<file path="src/rtl/core/pic_pkg.sv">
`default_nettype none

package pic_pkg;

    // Fixed field widths of the bus access and the result
    localparam int DATA_W      = 32;
    localparam int IDX_W       = 6;
    localparam int SRC_LINES_W = 40;

    // Slot entry: valid bit over a source id
    localparam int ID_W     = 6;
    localparam int ID_SPACE = 1 << ID_W;
    localparam int SLOT_W   = ID_W + 1;

    // Parameter defaults
    localparam int NUM_SOURCES_DEF    = 40;
    localparam int PRIORITY_SLOTS_DEF = 40;

    // Access kinds
    localparam logic REQ_READ  = 1'b0;
    localparam logic REQ_WRITE = 1'b1;

    // Register map
    localparam logic [IDX_W-1:0] REG_MASK_LO   = 6'd0;
    localparam logic [IDX_W-1:0] REG_MASK_HI   = 6'd1;
    localparam logic [IDX_W-1:0] REG_LEVEL_LO  = 6'd2;
    localparam logic [IDX_W-1:0] REG_LEVEL_HI  = 6'd3;
    localparam logic [IDX_W-1:0] REG_PENDING   = 6'd4;
    localparam logic [IDX_W-1:0] REG_SLOT_BASE = 6'd8;

    // Controller states
    typedef enum logic [2:0] {
        ST_IDLE,
        ST_EXEC,
        ST_SCAN,
        ST_SLOT,
        ST_FIN
    } t_state;

    // Commands from controller to datapath
    typedef struct packed {
        logic capture;   // latch the accepted beat
        logic exec;      // apply a write, clear the search
        logic scan;      // read the slot under the scan counter, advance
        logic slot_rd;   // read the slot named by the request
        logic finish;    // load the result register
    } t_dp_cmd;

    // Status from datapath to controller
    typedef struct packed {
        logic scan_last; // scan counter sits on the last slot
        logic out_free;  // result register can take a beat
    } t_dp_sts;

endpackage

`default_nettype wire

</file>
<file path="src/rtl/core/pic_ctrl.sv">
`default_nettype none

module pic_ctrl
    import pic_pkg::*;
(
    input  wire logic    i_clk,
    input  wire logic    i_rst_n,
    input  wire logic    i_in_valid,
    output logic         o_in_stall,
    input  wire t_dp_sts i_sts,
    output t_dp_cmd      o_cmd
);

    t_state r_state;
    t_state n_state;

    // Hold the state
    always_ff @(posedge i_clk) begin
        if (!i_rst_n) begin
            r_state <= ST_IDLE;
        end else begin
            r_state <= n_state;
        end
    end

    // Advance through apply, scan, slot read and finish
    always_comb begin
        n_state = r_state;
        unique case (r_state)
            ST_IDLE: begin
                if (i_in_valid) n_state = ST_EXEC;
            end
            ST_EXEC: begin
                n_state = ST_SCAN;
            end
            ST_SCAN: begin
                if (i_sts.scan_last) n_state = ST_SLOT;
            end
            ST_SLOT: begin
                n_state = ST_FIN;
            end
            ST_FIN: begin
                if (i_sts.out_free) n_state = ST_IDLE;
            end
            default: begin
                n_state = ST_IDLE;
            end
        endcase
    end

    // Drive commands for the current state
    always_comb begin
        o_cmd      = '0;
        o_in_stall = 1'b1;
        unique case (r_state)
            ST_IDLE: begin
                o_in_stall    = 1'b0;
                o_cmd.capture = i_in_valid;
            end
            ST_EXEC: begin
                o_cmd.exec = 1'b1;
            end
            ST_SCAN: begin
                o_cmd.scan = 1'b1;
            end
            ST_SLOT: begin
                o_cmd.slot_rd = 1'b1;
            end
            ST_FIN: begin
                o_cmd.finish = i_sts.out_free;
            end
            default: begin
                o_in_stall = 1'b1;
            end
        endcase
    end

endmodule

`default_nettype wire

</file>
<file path="src/rtl/core/pic_dp.sv">
`default_nettype none

module pic_dp
    import pic_pkg::*;
#(
    parameter int NUM_SOURCES    = NUM_SOURCES_DEF,
    parameter int PRIORITY_SLOTS = PRIORITY_SLOTS_DEF
) (
    input  wire logic                   i_clk,
    input  wire logic                   i_rst_n,
    input  wire t_dp_cmd                i_cmd,
    output t_dp_sts                     o_sts,
    input  wire logic                   i_req_type,
    input  wire logic [IDX_W-1:0]       i_reg_index,
    input  wire logic [DATA_W-1:0]      i_write_data,
    input  wire logic [SRC_LINES_W-1:0] i_source_lines,
    output logic                        o_out_valid,
    input  wire logic                   i_out_stall,
    output logic [DATA_W-1:0]           o_read_data,
    output logic                        o_irq_line,
    output logic                        o_fiq_line
);

    localparam int SLOT_AW = (PRIORITY_SLOTS > 1) ? $clog2(PRIORITY_SLOTS) : 1;
    localparam int IDXE_W  = IDX_W + 1;
    localparam int HALF_W  = ID_SPACE / 2;

    // Latched request
    logic                   r_req_type;
    logic [IDX_W-1:0]       r_idx;
    logic [DATA_W-1:0]      r_wdata;
    logic [NUM_SOURCES-1:0] r_lines;

    // Programmed state
    logic [NUM_SOURCES-1:0] r_enable;
    logic [NUM_SOURCES-1:0] r_fiq_sel;
    logic [NUM_SOURCES-1:0] n_enable;
    logic [NUM_SOURCES-1:0] n_fiq_sel;

    // Slot memory with written bits
    logic [SLOT_W-1:0]         mem_slot [PRIORITY_SLOTS];
    logic [PRIORITY_SLOTS-1:0] r_slot_wr;
    logic [SLOT_W-1:0]         r_mem_q;
    logic                      r_mem_qw;
    logic                      r_eval;

    // Scan and search
    logic [SLOT_AW-1:0] r_cnt;
    logic               r_irq_hit;
    logic [ID_W-1:0]    r_irq_id;
    logic               r_fiq_hit;
    logic [ID_W-1:0]    r_fiq_id;

    // Result register
    logic              r_out_vld;
    logic [DATA_W-1:0] r_rdata;
    logic              r_irq;
    logic              r_fiq;
    logic [DATA_W-1:0] n_rdata;

    logic [ID_SPACE-1:0] lines_ext;
    logic [ID_SPACE-1:0] en_ext;
    logic [ID_SPACE-1:0] sel_ext;
    logic [ID_SPACE-1:0] pend_ext;
    logic [ID_SPACE-1:0] irq_cand;
    logic [ID_SPACE-1:0] fiq_cand;
    logic [IDX_W-1:0]    slot_off;
    logic                slot_hit;
    logic [SLOT_AW-1:0]  slot_addr;
    logic [SLOT_AW-1:0]  rd_addr;
    logic                is_write;
    logic                slot_ok;
    logic [ID_W-1:0]     q_id;
    logic                irq_m;
    logic                fiq_m;

    // Merge one 32-bit half into a source vector
    function automatic logic [NUM_SOURCES-1:0] f_merge(
        input logic [NUM_SOURCES-1:0] old_v,
        input logic [DATA_W-1:0]      d,
        input logic                   hi
    );
        logic [NUM_SOURCES-1:0] v;
        v = old_v;
        for (int i = 0; i < NUM_SOURCES; i++) begin
            if ((i >= HALF_W) == hi) v[i] = d[i % DATA_W];
        end
        return v;
    endfunction

    assign lines_ext = ID_SPACE'(i_source_lines);
    assign en_ext    = ID_SPACE'(r_enable);
    assign sel_ext   = ID_SPACE'(r_fiq_sel);
    assign pend_ext  = ID_SPACE'(r_lines) & en_ext;
    assign irq_cand  = pend_ext & ~sel_ext;
    assign fiq_cand  = pend_ext & sel_ext;

    // Decode the slot address of the request
    assign slot_off  = r_idx - REG_SLOT_BASE;
    assign slot_hit  = (r_idx >= REG_SLOT_BASE) &&
                       ({1'b0, slot_off} < IDXE_W'(PRIORITY_SLOTS));
    assign slot_addr = slot_off[SLOT_AW-1:0];
    assign rd_addr   = i_cmd.scan ? r_cnt : slot_addr;
    assign is_write  = (r_req_type == REQ_WRITE);

    // Latch the accepted beat
    always_ff @(posedge i_clk) begin
        if (i_cmd.capture) begin
            r_req_type <= i_req_type;
            r_idx      <= i_reg_index;
            r_wdata    <= i_write_data;
            r_lines    <= lines_ext[NUM_SOURCES-1:0];
        end
    end

    // Compute mask and level updates
    always_comb begin
        n_enable  = r_enable;
        n_fiq_sel = r_fiq_sel;
        if (i_cmd.exec && is_write) begin
            unique case (r_idx)
                REG_MASK_LO:  n_enable  = f_merge(r_enable, r_wdata, 1'b0);
                REG_MASK_HI:  n_enable  = f_merge(r_enable, r_wdata, 1'b1);
                REG_LEVEL_LO: n_fiq_sel = f_merge(r_fiq_sel, r_wdata, 1'b0);
                REG_LEVEL_HI: n_fiq_sel = f_merge(r_fiq_sel, r_wdata, 1'b1);
                default: begin
                    n_enable  = r_enable;
                    n_fiq_sel = r_fiq_sel;
                end
            endcase
        end
    end

    always_ff @(posedge i_clk) begin
        if (!i_rst_n) begin
            r_enable  <= '0;
            r_fiq_sel <= '0;
        end else begin
            r_enable  <= n_enable;
            r_fiq_sel <= n_fiq_sel;
        end
    end

    // Write a slot, keeping only valid and id
    always_ff @(posedge i_clk) begin
        if (i_cmd.exec && is_write && slot_hit) begin
            mem_slot[slot_addr] <= {r_wdata[DATA_W-1], r_wdata[ID_W-1:0]};
        end
    end

    always_ff @(posedge i_clk) begin
        if (!i_rst_n) begin
            r_slot_wr <= '0;
        end else if (i_cmd.exec && is_write && slot_hit) begin
            r_slot_wr[slot_addr] <= 1'b1;
        end
    end

    // Read one slot a cycle
    always_ff @(posedge i_clk) begin
        if (i_cmd.scan || i_cmd.slot_rd) begin
            r_mem_q  <= mem_slot[rd_addr];
            r_mem_qw <= r_slot_wr[rd_addr];
        end
    end

    // Advance the scan counter
    always_ff @(posedge i_clk) begin
        if (!i_rst_n) begin
            r_cnt  <= '0;
            r_eval <= 1'b0;
        end else begin
            r_eval <= i_cmd.scan;
            if (i_cmd.exec) begin
                r_cnt <= '0;
            end else if (i_cmd.scan) begin
                r_cnt <= r_cnt + SLOT_AW'(1);
            end
        end
    end

    assign o_sts.scan_last = (r_cnt == SLOT_AW'(PRIORITY_SLOTS - 1));

    // Match the slot read last cycle against both routes
    assign slot_ok = r_mem_qw && r_mem_q[SLOT_W-1];
    assign q_id    = r_mem_q[ID_W-1:0];
    assign irq_m   = r_eval && slot_ok && irq_cand[q_id];
    assign fiq_m   = r_eval && slot_ok && fiq_cand[q_id];

    // Keep the first match of each route
    always_ff @(posedge i_clk) begin
        if (!i_rst_n) begin
            r_irq_hit <= 1'b0;
            r_irq_id  <= '0;
            r_fiq_hit <= 1'b0;
            r_fiq_id  <= '0;
        end else if (i_cmd.exec) begin
            r_irq_hit <= 1'b0;
            r_irq_id  <= '0;
            r_fiq_hit <= 1'b0;
            r_fiq_id  <= '0;
        end else begin
            if (irq_m && !r_irq_hit) begin
                r_irq_hit <= 1'b1;
                r_irq_id  <= q_id;
            end
            if (fiq_m && !r_fiq_hit) begin
                r_fiq_hit <= 1'b1;
                r_fiq_id  <= q_id;
            end
        end
    end

    // Compose read data
    always_comb begin
        n_rdata = '0;
        if (!is_write) begin
            unique case (r_idx)
                REG_MASK_LO:  n_rdata = en_ext[DATA_W-1:0];
                REG_MASK_HI:  n_rdata = en_ext[ID_SPACE-1:HALF_W];
                REG_LEVEL_LO: n_rdata = sel_ext[DATA_W-1:0];
                REG_LEVEL_HI: n_rdata = sel_ext[ID_SPACE-1:HALF_W];
                REG_PENDING: begin
                    n_rdata = {r_irq_hit, 9'd0, r_irq_id, r_fiq_hit, 9'd0, r_fiq_id};
                end
                default: begin
                    if (slot_hit && r_mem_qw) begin
                        n_rdata = {r_mem_q[SLOT_W-1], {(DATA_W-SLOT_W){1'b0}},
                                   r_mem_q[ID_W-1:0]};
                    end
                end
            endcase
        end
    end

    // Hold the result beat until taken
    assign o_sts.out_free = !r_out_vld || !i_out_stall;

    always_ff @(posedge i_clk) begin
        if (!i_rst_n) begin
            r_out_vld <= 1'b0;
        end else if (i_cmd.finish) begin
            r_out_vld <= 1'b1;
        end else if (!i_out_stall) begin
            r_out_vld <= 1'b0;
        end
    end

    always_ff @(posedge i_clk) begin
        if (i_cmd.finish) begin
            r_rdata <= n_rdata;
            r_irq   <= r_irq_hit;
            r_fiq   <= r_fiq_hit;
        end
    end

    assign o_out_valid = r_out_vld;
    assign o_read_data = r_rdata;
    assign o_irq_line  = r_irq;
    assign o_fiq_line  = r_fiq;

endmodule

`default_nettype wire

</file>
<file path="src/rtl/core/priority_interrupt_controller.sv">
`default_nettype none

// Programmable priority interrupt controller. Each input beat is one register
// access (read or write) that also samples the source request lines; each
// access returns one result beat with the read data (zero for a write) and
// the IRQ and FIQ line levels computed after the write. Registers: 0/1 enable
// mask low/high, 2/3 FIQ routing low/high, 4 read-only highest-pending word
// (IRQ valid bit 31, IRQ id 21:16, FIQ valid bit 15, FIQ id 5:0), 8 and up the
// priority slots (valid bit 31, source id 5:0), slot 0 highest. From its
// acceptance until its result is loaded, an access applies a write, searches
// the priority slots one at a time because the slot memory has a single read
// port, reads the addressed slot and loads the result. The next beat is
// accepted in the cycle after the result is loaded; a result that is still
// stalled at the output holds the next access in its final state until it
// can be loaded.
// The input accepts a new beat while the previous result still waits.
module priority_interrupt_controller
    import pic_pkg::*;
#(
    parameter int NUM_SOURCES    = NUM_SOURCES_DEF,
    parameter int PRIORITY_SLOTS = PRIORITY_SLOTS_DEF
) (
    input  wire logic                   i_clk,
    input  wire logic                   i_rst_n,
    input  wire logic                   i_in_valid,
    output logic                        o_in_stall,
    input  wire logic                   i_req_type,
    input  wire logic [IDX_W-1:0]       i_reg_index,
    input  wire logic [DATA_W-1:0]      i_write_data,
    input  wire logic [SRC_LINES_W-1:0] i_source_lines,
    output logic                        o_out_valid,
    input  wire logic                   i_out_stall,
    output logic [DATA_W-1:0]           o_read_data,
    output logic                        o_irq_line,
    output logic                        o_fiq_line
);

    t_dp_cmd cmd;
    t_dp_sts sts;

    // Sequence each access
    pic_ctrl u_ctrl (
        .i_clk      (i_clk),
        .i_rst_n    (i_rst_n),
        .i_in_valid (i_in_valid),
        .o_in_stall (o_in_stall),
        .i_sts      (sts),
        .o_cmd      (cmd)
    );

    // Registers, slot memory and search
    pic_dp #(
        .NUM_SOURCES    (NUM_SOURCES),
        .PRIORITY_SLOTS (PRIORITY_SLOTS)
    ) u_dp (
        .i_clk          (i_clk),
        .i_rst_n        (i_rst_n),
        .i_cmd          (cmd),
        .o_sts          (sts),
        .i_req_type     (i_req_type),
        .i_reg_index    (i_reg_index),
        .i_write_data   (i_write_data),
        .i_source_lines (i_source_lines),
        .o_out_valid    (o_out_valid),
        .i_out_stall    (i_out_stall),
        .o_read_data    (o_read_data),
        .o_irq_line     (o_irq_line),
        .o_fiq_line     (o_fiq_line)
    );

endmodule

`default_nettype wire

</file>
<file path="config.mk">
export PLATFORM = sky130hd
export DESIGN_NAME = priority_interrupt_controller
export DESIGN_NICKNAME = d
export VERILOG_FILES = /design/src/rtl/core/pic_pkg.sv /design/src/rtl/core/pic_ctrl.sv /design/src/rtl/core/pic_dp.sv /design/src/rtl/core/priority_interrupt_controller.sv
export SDC_FILE = /design/constraint.sdc
export NUM_CORES = 1
export LEC_CHECK = 0
export BUFFER_PORTS_ARGS = -buffer_cell sky130_fd_sc_hd__buf_2
export CAP_MARGIN = 20
export CORE_MARGIN = 2
export CORE_UTILIZATION = 45
export DETAILED_ROUTE_END_ITERATION = 8
export HOLD_SLACK_MARGIN = 0.12
export PLACE_DENSITY = 0.64
export SLEW_MARGIN = 20
export SYNTH_ARGS = -nofsm -noshare
export SYNTH_HDL_FRONTEND = slang
export SYNTH_HIERARCHICAL = 1
export SYNTH_SLANG_ARGS = --single-unit
export TNS_END_PERCENT = 1
</file>
<file path="constraint.sdc">
create_clock -name i_clk -period 11.45 [get_ports i_clk]
set_input_delay 0.5725 -clock i_clk [delete_from_list [all_inputs] [get_ports i_clk]]
set_output_delay 0.5725 -clock i_clk [all_outputs]
set_load 0.02 [all_outputs]
</file>
==> results of run 1 <==
power breakdown:
| part | internal [W] | switching, W |
|---|---|---|
| sequential | 0.00217 | 0.0000303 |
| combinational | 0.000136 | 0.000214 |
| clock | 0.00105 | 0.000768 |
| total | 0.00335 | 0.00101 |
worst paths after layout:
kind / startpoint / end / cells past startpoint
worst max-delay path: u_ctrl/r_state[1] / u_dp/r_mem_q[1] / 9
worst min-delay path: i_write_data[24] / u_dp/r_wdata[24] / 1
worst min register to register: u_dp/r_slot_wr[29] / u_dp/r_slot_wr[29] / 1
worst max register to register: u_ctrl/r_state[1] / u_dp/r_mem_q[1] / 9
cells in the final DEF, fill, tap and decap left out, types with 7 or more instances in the layout:
master and count:
mux4_2 77, o21a_1 43, buf_2 117, inv_1 22
nor3_1 9, a21boi_1 8, o21ai_0 12, nor2_2 11
clkinv_1 17, nor4_1 7, a21boi_0 64, edfxtp_1 401
clkbuf_1 10, nand4_1 26, nand3_1 58, nand4b_1 18
buf_4 31, a22oi_1 34, nand2_1 168, o311ai_0 10
o22ai_1 32, nor2_1 74, nand2b_1 11, nor2b_1 13
clkbuf_16 58, clkinv_2 9, dlygate4sd3_1 46, a21oi_1 22
a21o_1 14, o32ai_1 14, dfxtp_1 145, mux2i_1 56
cell families (layout without fill, tap and decap cells):
group	after synthesis	after routing	synth area share, %
xor gates and xnor gates	7	7	0.2749
adders and majority gates	3	3	0.1683
and+or+nand+nor	434	434	9.726
DFF	546	546	67.00
muxes	137	137	10.54
buffers and inverters	117	324	2.524
AOI/OAI and AO/OA	291	291	9.771
cell type report:
class,instances,area (µm²)
clock inverters,38,331.6
well taps,664,830.8
inverters,23,86.33
clock buffers,69,1503
multi-input cells,872,6845
fillers,3985,23130
flip-flops and latches,546,14940
repair buffers,194,1279
per-layer routing:
layer | vias to the layer above | global-route usage [%] | routed length, µm
li1 | 6289 | - | -
met1 | 7069 | 31.96 | 24490
met2 | 637 | 32.89 | 25340
met3 | 103 | 5.468 | 5173
met4 | 0 | 7.173 | 1592
met5 | - | 0 | 0
timing repair:
item | 4_1_cts | 5_1_grt
buffers inserted | 0 | 0
hold buffers | 46 | 0
setup endpoints to repair | 0 | 0
gates resized for setup | 0 | 0
endpoints found under the hold margin | 46 | 0
per-stage QoR:
stage	instance area, µm²	setup WS (ps)	utilization, %
CTS	25820	6677	52.75
global route	25820	6375	52.75
detailed placement	23530	6671	48.06
finish	25820	6774	52.75
global placement	23530	6798	48.06
floorplan	22310	2127	-
flip-flops by register name, indices dropped and copies added, names as in the netlist:
register	flops
u_dp/r_slot_wr	40
u_dp/o_read_data	32
u_dp/r_wdata	32
u_dp/mem_slot	280
u_dp/r_fiq_sel	40
u_dp/r_idx	6
u_dp/r_lines	40
u_dp/o_irq_line	1
u_dp/r_irq_hit	1
u_dp/r_mem_qw	1
u_dp/r_eval	1
u_dp/r_fiq_id	6
u_dp/r_fiq_hit	1
u_ctrl/r_state	3
u_dp/is_write	1
u_dp/r_irq_id	6
u_dp/o_out_valid	1
u_dp/r_enable	40
u_dp/o_fiq_line	1
u_dp/r_cnt	6
u_dp/r_mem_q	7
==> impl_metrics.tcl, run 1 <==
set metrics [dict create \
    wire_per_inst_um 23.52 \
    antenna_found_initial 0 \
    ys_ff_latch 546 \
    hpwl_um 35420 \
    fin_skew_ps 22.57 \
    synth_top_area_share_pct 53.98 \
    post-synth-top-count-cell "edfxtp_1" \
    syn_area_per_cell_um2 14.53 \
    grt_overflow 0 \
    cts_max_level 2 \
    setup_violations 0 \
    startpoint_type "flip-flop" \
    placedCellCount 2253 \
    drt_iter0_drc 1543 \
    cts_sinks 546 \
    ys_warn_count 6 \
    path_cells "nor3b_2 > buf_4 > mux2i_4 > buf_4 > buf_4 > mux4_2 > o22ai_1 > nor4_1 > a21o_1" \
    peakVddDrop_v 0.0001324 \
    post-route-period-util_pct 40.84 \
    vias_per_cell 5.860 \
    drive_above_1_share_pct 19.75 \
    synth_edf_count 401 \
    drtPass1Iterations 5 \
    cp.required_ps 11810 \
    finalCriticalPeriod_ps 4676 \
    synth_seq_area_share_pct 67.00 \
    layout.cells.non_filler 2406 \
    synth_area_leader_cell "edfxtp_1" \
    synthTopCellsByCount "401 x edfxtp_1, 168 x nand2_1, 145 x dfxtp_1" \
    cts_buffer_depth 3 \
    cp_common_cell "buf_4" \
    path_buf_inv 3 \
    synth_cells 1535 \
    routed_wl_um 56590 \
    yosysUniqueCellTypes 79 \
    critical_path.slowest_cell "buf_4" \
    cts_buffers 58 \
    finalHoldViolations 0 \
    die_h_um 226.6 \
    numPortBuffers 118 \
    max_freq_mhz 213.9 \
    cap_violations 0 \
    gp_congestion 0.8520 \
    synthesis.area_um2 22310 \
    crit_path_max_fanout 46 \
    synth_top_flop_cell "edfxtp_1" \
    critical-path-max-stage-delay_ps 790 \
    num_rows 81 \
    diodes 0 \
    num_io_pins 119 \
    grt_usage_pct 22.13 \
    dieWidth_um 226.6 \
    dieArea_um2 51370 \
    syn_nets 1621 \
    hold_class "primary input to flip-flop" \
    status "completed" \
    dr_total_vias 14100 \
    clkLatencyLatePin_ps 620 \
    report.final.slew_viol_count 0 \
    critical-path-top-delay-family "buffers and inverters" \
    fin_nets 1781 \
    p_leak_nw 8.456 \
    max_slew_margin_pct 28.66 \
    crit_arrival_ps 5040 \
    fin_tns_setup_ps 0 \
    clk_pin_slew_ps 60 \
    async_flop_share_pct 0 \
    grt_pass1_vias 13550 \
    tightest_slew_ps 1070 \
    rsz0062_at_grt "no" \
    grt_max_degree 89 \
    start_util_pct 45.57 \
    cts_root_buffer "clkbuf_16" \
    p_total_w 0.004361 \
    tritoncts "built" \
    synthTopCellsByArea "edfxtp_1 54%, dfxtp_1 13%, mux4_2 7.8%, nand2_1 2.8%, mux2i_1 2.6%" \
    core_um2 48950 \
    holdWs_ps 146.5 \
    r2r_slack_ps 6770 \
    drc 0 \
    powerDensity_nw_per_um2 168.9 \
    critPathKind "flip-flop to flip-flop" \
    area_growth_pct 15.75 \
    grt_pass1_wl_um 84510 \
    ant_nets 0 \
    end_kind "flip-flop" \
]
Power figures use the tool's default switching activity.
==> run 2: changes to the inputs <==
==> constraint.sdc (replaced) <==
create_clock -name i_clk -period 4.8 [get_ports i_clk]
set_input_delay 0.24 -clock i_clk [delete_from_list [all_inputs] [get_ports i_clk]]
set_output_delay 0.24 -clock i_clk [all_outputs]
set_load 0.02 [all_outputs]
==> run 2 against run 1 <==
Compared with the run above:
- final area rose by 2.0%
- setup slack got worse by 5700 ps
- highest routed layer unchanged
- critical endpoint is now u_dp/r_mem_q[5]
- clock power rose by 140%
- largest cell class unchanged
- count of clock-buffer cells in the layout rose by 13
- non-clock buffer count rose by 41
- hold slack improved by 160 ps
- combinational power rose to 2.5 times the previous value
- clock skew rose by 29 ps
- flip-flop and latch count did not move
==> impl_metrics.tcl, run 2 (synthesis gave the netlist of run 1 again) <==
set metrics [dict create \
    cap_violations 0 \
    final_common_cell "edfxtp_1" \
    dp_slack_ps 1149 \
    grt_pass1_vias 13760 \
    start_util_pct 45.57 \
    dieWidth_um 226.6 \
    tightest_slew_ps 1090 \
    largest_register "u_dp/mem_slot" \
    cts_buffer_depth 3 \
    wire_per_inst_um 22.99 \
    tritoncts "built" \
    clkLatencyLatePin_ps 640 \
    reg2reg_to "u_dp/r_mem_q[5]" \
    post_cts_resized 0 \
    grt_pass1_wl_um 83960 \
    fin_tns_setup_ps 0 \
    cts_sinks 546 \
    fillers 3988 \
    report.final.slew_viol_count 0 \
    grt_usage_pct 21.88 \
    rr_worst_depth 8 \
    post-route-period-util_pct 78.09 \
    critical_path.slowest_cell "mux2i_4" \
    critPathKind "flip-flop to flip-flop" \
    num_io_pins 119 \
    dieArea_um2 51370 \
    multiInputGateArea_um2 6868 \
    drtPass1Iterations 7 \
    cts_root_buffer "clkbuf_16" \
    routed_wl_um 56200 \
    core_um2 48950 \
    crit_path_max_fanout 28 \
    critical-path-max-stage-delay_ps 840 \
    vias_per_cell 5.849 \
    max_freq_mhz 266.8 \
    p_leak_nw 8.667 \
    fin_skew_ps 51.65 \
    reg2reg_from "u_ctrl/r_state[1]" \
    fin_area_um2 26330 \
    use_met3_pct 4.186 \
    rsz0062_at_grt "no" \
    regArea_um2 14940 \
    area_growth_pct 18.04 \
    hpwl_um 35760 \
    layout_common_cells "401 x edfxtp_1, 168 x nand2_1, 145 x dfxtp_1" \
    end_kind "flip-flop" \
    grt_overflow 0 \
    finalHoldViolations 0 \
    ant_nets 0 \
    dpl-instance-area_um2 23620 \
    fin_util_pct 53.79 \
    setup_violations 0 \
    powerDensity_nw_per_um2 397.1 \
    numPortBuffers 118 \
    cts_max_level 2 \
    peakVddDrop_v 0.0002916 \
    use_met2_pct 32.67 \
    fin_ws_ps 1051 \
    fin_nets 1819 \
    drc 0 \
    cts_buffers 55 \
    largest_register_ffs 280 \
    grt_max_degree 94 \
    dr_total_vias 14300 \
    cts_setup_buffers 0 \
    drt_iter0_drc 1636 \
    startpoint_type "flip-flop" \
    clk_pin_slew_ps 60 \
    num_rows 81 \
    cp-endpoint "u_dp/r_mem_q[5]" \
    holdWs_ps 307.7 \
    crit_arrival_ps 4220 \
    hold_class "primary input to flip-flop" \
    grt_use_met1_pct 31.98 \
    max_slew_margin_pct 27.33 \
    cp.required_ps 5280 \
    finalCriticalPeriod_ps 3749 \
    antenna_found_initial 4 \
    path_cells "nor3b_2 > buf_4 > mux2i_4 > buf_12 > mux2i_1 > o22ai_1 > nor4_1 > a21o_1" \
    gp_congestion 0.8537 \
    worstSetupStartpoint "u_ctrl/r_state[1]" \
    busiest_layer "met2" \
    die_h_um 226.6 \
    drive_above_1_share_pct 19.38 \
    r2r_slack_ps 1050 \
    status "completed" \
]
==> run 2: cell count changes in the layout (fill, tap and decap cells not counted), sizes merged <==
| cell | delta |
|---|---|
| inv | -1 |
| diode | +1 |
| dlygate4sd3 | +38 |
| clkinv | -13 |
| buf | +3 |
| clkinvlp | -2 |
| clkbuf | +13 |
==> run 2: per-layer routing <==
layer | up-vias | wire [µm]
li1 | 6351 | -
met1 | 7123 | 24610
met2 | 704 | 25070
met3 | 122 | 4540
met4 | 0 | 1979
met5 | - | 0
==> run 2: layout make-up <==
class                           instances  area share (%)
Inverter                               23          0.3279
Sequential cell                       546           56.76
Tap cell                              664           3.155
Clock buffer                           82           5.916
Clock inverter                         22           1.112
Timing Repair Buffer                  235           6.638
Antenna cell                            1        0.009504
Multi-Input combinational cell        872           26.08
==> run 2: per-stage QoR <==
stage,power [W],instances
after global placement,0.006150,2255
after detailed placement,0.006164,2256
after floorplan,0.005868,1535
after CTS,0.01055,2444
final,0.01045,2445
after global routing,0.01079,2444
==> run 2: how the worst min path moves through the flow <==
stage | start | end | depth (start not counted)
6_report | i_reg_index[2] | u_dp/r_idx[2] | 2
3_3_place_gp | i_write_data[4] | u_dp/r_wdata[4] | 1
5_1_grt | i_reg_index[2] | u_dp/r_idx[2] | 2
2_1_floorplan | i_req_type | u_dp/is_write | 0
3_5_place_dp | i_source_lines[20] | u_dp/r_lines[20] | 1
4_1_cts | i_reg_index[2] | u_dp/r_idx[2] | 2
==> run 2: report_power, final <==
part / switching [W] / internal, W / leakage (nW)
registers: 0.0000771 / 0.00517 / 4.86
clock network: 0.00180 / 0.00253 / 0.896
logic: 0.000524 / 0.000359 / 2.91
total: 0.00240 / 0.00806 / 8.67
==> run 2: what timing repair did <==
action,CTS,global route
endpoints found under the hold margin,111,0
hold buffers,84,0
setup endpoints to repair,0,0
==> run 2: critical path: cells and delay by family (launching register included) <==
family	cells	cell delay, ps
AO/OA/AOI/OAI	2	380
AND/OR/NAND/NOR	2	910
flip-flops	1	540
multiplexers	2	1130
buffers and inverters	2	610
